File: config.mk
export PLATFORM = sky130hd
export DESIGN_NAME = bbd_queue
export DESIGN_NICKNAME = d
export VERILOG_FILES = /design/src/rtl/bayer_bilinear_demosaic_core_defines.svh /design/src/rtl/bbd_pkg.sv /design/src/rtl/bbd_queue.sv
export SDC_FILE = /design/constraint.sdc
export NUM_CORES = 1
export LEC_CHECK = 0
export BUFFER_PORTS_ARGS = -buffer_cell sky130_fd_sc_hd__buf_2
export CAP_MARGIN = 20
export CORE_MARGIN = 4
export CORE_UTILIZATION = 57
export DETAILED_ROUTE_END_ITERATION = 16
export PLACE_DENSITY = 0.79
export SYNTH_ARGS = -nofsm -noshare
export SYNTH_HDL_FRONTEND = slang
export SYNTH_SLANG_ARGS = --single-unit
File: constraint.sdc
create_clock -name clk_i -period 3.45 [get_ports clk_i]
set_clock_uncertainty 0.1 [all_clocks]
set_input_delay 0.345 -clock clk_i [delete_from_list [all_inputs] [get_ports clk_i]]
set_output_delay 0.345 -clock clk_i [all_outputs]
set_load 0.02 [all_outputs]
File: src/rtl/bayer_bilinear_demosaic_core_defines.svh
`ifndef BAYER_BILINEAR_DEMOSAIC_CORE_DEFINES_SVH
`define BAYER_BILINEAR_DEMOSAIC_CORE_DEFINES_SVH

// Same-cycle implication, checked on clk_i with rst_ni low as disable.
`define BBD_ASSERT_NOW(label, ante, cons, msg) \
  label: assert property (@(posedge clk_i) disable iff (!rst_ni) (ante) |-> (cons)) \
    else $error(msg);

// Next-cycle implication, checked on clk_i with rst_ni low as disable.
`define BBD_ASSERT_NEXT(label, ante, cons, msg) \
  label: assert property (@(posedge clk_i) disable iff (!rst_ni) (ante) |=> (cons)) \
    else $error(msg);

`endif

File: src/rtl/bbd_pkg.sv
`timescale 1ns / 1ps
`default_nettype none

package bbd_pkg;

  localparam int MAX_WIDTH  = 2048;
  localparam int PIXEL_BITS = 8;

  localparam int COL_W  = $clog2(MAX_WIDTH);
  localparam int ROW_W  = 12;
  localparam int REG_W  = 12;
  localparam int CFG_IDX_W = 1;

  localparam logic [CFG_IDX_W-1:0] REG_FRAME_WIDTH  = 1'b0;
  localparam logic [CFG_IDX_W-1:0] REG_FRAME_HEIGHT = 1'b1;

  localparam logic [REG_W-1:0] WIDTH_RESET  = REG_W'(1920);
  localparam logic [REG_W-1:0] HEIGHT_RESET = REG_W'(1080);
  localparam logic [REG_W-1:0] MIN_DIM      = REG_W'(3);

  localparam int QDEPTH = 4;
  localparam int QPTR_W = $clog2(QDEPTH);
  localparam int QCNT_W = $clog2(QDEPTH + 2);

  typedef struct packed {
    logic [7:0] raw_sample;
    logic       frame_start;
  } in_item_t;

  typedef struct packed {
    logic [7:0] red;
    logic [7:0] green;
    logic [7:0] blue;
    logic       line_end;
    logic       frame_end;
  } out_item_t;

  typedef struct packed {
    logic [8:0][PIXEL_BITS-1:0] win;
    logic                       even_row;
    logic                       even_col;
    logic                       line_end;
    logic                       frame_end;
  } work_item_t;

  typedef struct packed {
    logic [QCNT_W-1:0] count;
    logic              empty;
  } queue_status_t;

endpackage

`default_nettype wire

File: src/rtl/bbd_queue.sv
`timescale 1ns / 1ps
`default_nettype none

module bbd_queue import bbd_pkg::*; (
  input  wire logic   clk_i,
  input  wire logic   rst_ni,
  input  wire logic   push_i,
  input  wire work_item_t push_data_i,
  input  wire logic   pop_i,
  output work_item_t  head_o,
  output queue_status_t status_o
);

  work_item_t        entries_q [QDEPTH];
  logic [QPTR_W-1:0] wr_ptr_q, rd_ptr_q;
  logic [QCNT_W-1:0] count_q;

  always_ff @(posedge clk_i) begin
    if (push_i) begin
      entries_q[wr_ptr_q] <= push_data_i;
    end
  end

  always_ff @(posedge clk_i or negedge rst_ni) begin
    if (!rst_ni) begin
      wr_ptr_q <= '0;
      rd_ptr_q <= '0;
      count_q  <= '0;
    end else begin
      if (push_i) begin
        wr_ptr_q <= wr_ptr_q + QPTR_W'(1);
      end
      if (pop_i) begin
        rd_ptr_q <= rd_ptr_q + QPTR_W'(1);
      end
      case ({push_i, pop_i})
        2'b10:   count_q <= count_q + QCNT_W'(1);
        2'b01:   count_q <= count_q - QCNT_W'(1);
        default: count_q <= count_q;
      endcase
    end
  end

  assign head_o         = entries_q[rd_ptr_q];
  assign status_o.count = count_q;
  assign status_o.empty = (count_q == '0);

endmodule

`default_nettype wire

==> run_results.csv <==
group,metric,value,unit
timing,finalMaxSlewViolations,0,
clocking,clock_sinks,311,
final_layout,final_area,14300,um2
timing,setup_tns,0,ns
clocking,cts_tree,"done",
global_route,grtUsageTotal,19.4,%
final_layout,mostFrequentLayoutCells,"304 x edfxtp_1, 159 x buf_2, 79 x dlygate4sd3_1",
power_and_ir_drop,leakagePower,5.00,nW
timing,setup_viol,0,
global_route,grt_pass1_wl,33.3,mm
worst_setup_path,cp.arrival,2.40,ns
logic_synthesis,seq_area_frac_synth,81.8,%
route,route.met2.wl,11.5,mm
final_layout,mostFrequentLayoutCell,"edfxtp_1",
power_and_ir_drop,power.total,0.0122,W
power_and_ir_drop,ir_worst_vdd,676,uV
route,drtIter0Drc,265,
final_layout,antenna_cells,0,
worst_setup_path,critPathMaxFanout,26,
logic_synthesis,synth_seq_cells,311,
timing,tightest_slew,0.729,ns
worst_setup_path,cp-end-kind,"primary output",
floorplanning,start_util,58.2,%
worst_setup_path,reg2reg_depth,4,
worst_setup_path,crit_required,3.00,ns
route,route.detailed.drc,0,
floorplanning,fp.dieH,149,um
placed_design,post-dp-hpwl,12.5,mm
logic_synthesis,yosys_warnings,0,
worst_setup_path,reg2reg_to,"entries_q[0][23]",
worst_setup_path,crit_path_start_kind,"flop",
logic_synthesis,synth_nets,520,
min_path,hold_class,"input port to async pin",
clocking,cts.clk_slew.worst_paths,0.06,ns
clocking,htreeDepth,1,
global_route,grt_pass1_vias,5977,
power_and_ir_drop,powerDensity,855,nW/um2
final_layout,area_growth,25.8,%
clocking,clock_latency,0.53,ns
route,drt_first_pass_iters,4,
final_layout,finalNonFillerCells,986,
timing,fmax,351,MHz
placed_design,port_buffers,159,
final_layout,layout-drive-gt1-share,40.8,%
placed_design,gp_congestion,0.766,
route,drtAntennaViolNets,0,
clocking,cts_buffer_depth,3,
final_layout,fill_cells,1133,
logic_synthesis,synth.distinct_cells,19,
worst_setup_path,rr_startpoint,"wr_ptr_q[0]",
route,wl_met1,8.26,mm
global_route,grt_antenna_before_repair,0,
timing,whs,0.0855,ns
clocking,postCtsSetupBuffers,0,
route,routed_via_density,5.49,
timing,slew_headroom,51.4,%
worst_setup_path,reg2reg_slack,1.29,ns
route,routedWlPerCell,21.4,um
global_route,grt_overflow_total,0,
clocking,numCtsBuffers,30,
global_route,grt_max_degree,46,
floorplanning,core-area,19500,um2
placed_design,place_area,12500,um2
floorplanning,ios,160,
logic_synthesis,syn_area_per_cell,26.2,um2
clocking,root_buffer,"clkbuf_16",
route,dr_wl_met3,1.05,mm
floorplanning,die_area,22300,um2
run_status,outcome,"completed",
route,dr_total_vias,5416,
placed_design,dp_cells,852,
floorplanning,rows,51,
route,drt_wl_total,21.1,mm
final_layout,layout.nets,784,
worst_setup_path,critPathKind,"flop to primary output",
timing,finalHoldViolCount,0,
floorplanning,die_w,149,um
job,maxCapViolCount,0,
logic_synthesis,synth_area,11400,um2
timing,fin_crit_sh,82.5,%
logic_synthesis,syn_inst,434,
timing,rsz0062_at_grt,"no",
route,highest_layer,"met4",
timing,finalCriticalPeriod,2.85,ns
## cell families after synthesis
kind of cell / count (synthesis) / synth area share, %
simple gates: 9 / 0.396
mux: 76 / 15.1
fa+ha+maj: 6 / 0.726
buf+inv: 24 / 1.43
compound gates: 2 / 0.0881
xor+xnor: 6 / 0.462
flops: 311 / 81.8
## worst max-delay path by stage
stage                 from               to  slack, ns  cells after the start
2_1_floorplan  wr_ptr_q[0]  entries_q[0][0]       0.51                      3
3_3_place_gp   rd_ptr_q[0]       head_o[16]       1.10                      3
3_5_place_dp   rd_ptr_q[0]       head_o[41]       1.09                      3
4_1_cts        rd_ptr_q[0]        head_o[6]       0.51                      3
5_1_grt        rd_ptr_q[0]        head_o[6]       0.39                      3
6_report       rd_ptr_q[0]        head_o[6]       0.60                      3
## cells in the mapped netlist (all sizes together)
master  count  area, um2
xor2        4       35.0
and2        4       25.0
nand2       3       11.3
fa          1       20.0
nor2        1       3.75
xnor2       2       17.5
edfxtp    304       9130
nor3        1       5.00
buf        15        129
dfrtp       7        175
ha          5       62.6
mux4       76       1710
clkbuf      3       11.3
inv         6       22.5
o21ai       2       10.0
## per-layer routing
layer	global-route usage (%)	vias up
li1	-	2387
met1	26.4	2836
met2	34.0	172
met3	2.73	21
met4	4.53	0
met5	0	-
## what timing repair did
item | in CTS | in global routing
resized for setup | 0 | 0
hold endpoints to repair | 314 | 0
hold buffers | 79 | 0
## final cells by class
class                   instances  area (um2)  area share, %
flip-flops and latches        311        9310           65.1
multi-input cells              99        1910           13.4
repair buffers                250        1710           12.0
clock buffers                  35         791           5.53
well taps                     265         332           2.32
clock inverters                20         221           1.55
inverters                       6        22.5          0.157
## sequential cells by signal, summed over array words and instances (netlist names)
| name | cells |
|---|---|
| count_q | 3 |
| wr_ptr_q | 2 |
| entries_q | 304 |
| rd_ptr_q | 2 |
## report_power, final
part	internal, W	total (W)	switching [W]
Sequential	0.00495	0.00531	0.000358
Clock	0.00200	0.00329	0.00129
Combinational	0.00157	0.00364	0.00207
Total	0.00852	0.0122	0.00371
## worst max-delay path, stage by stage, from the launching register on
cell     delay (ns)
dfrtp_4        0.76
buf_4          0.36
mux4_2         0.55
buf_2          0.18
## metrics by stage
step | util [%] | setup slack (ns)
after floorplan | - | 0.513
after CTS | 73.3 | 0.505
after global placement | 64.0 | 1.10
after detailed placement | 64.0 | 1.09
final | 73.3 | 0.604
after global routing | 73.3 | 0.385
(Power assumes the default switching activity.)
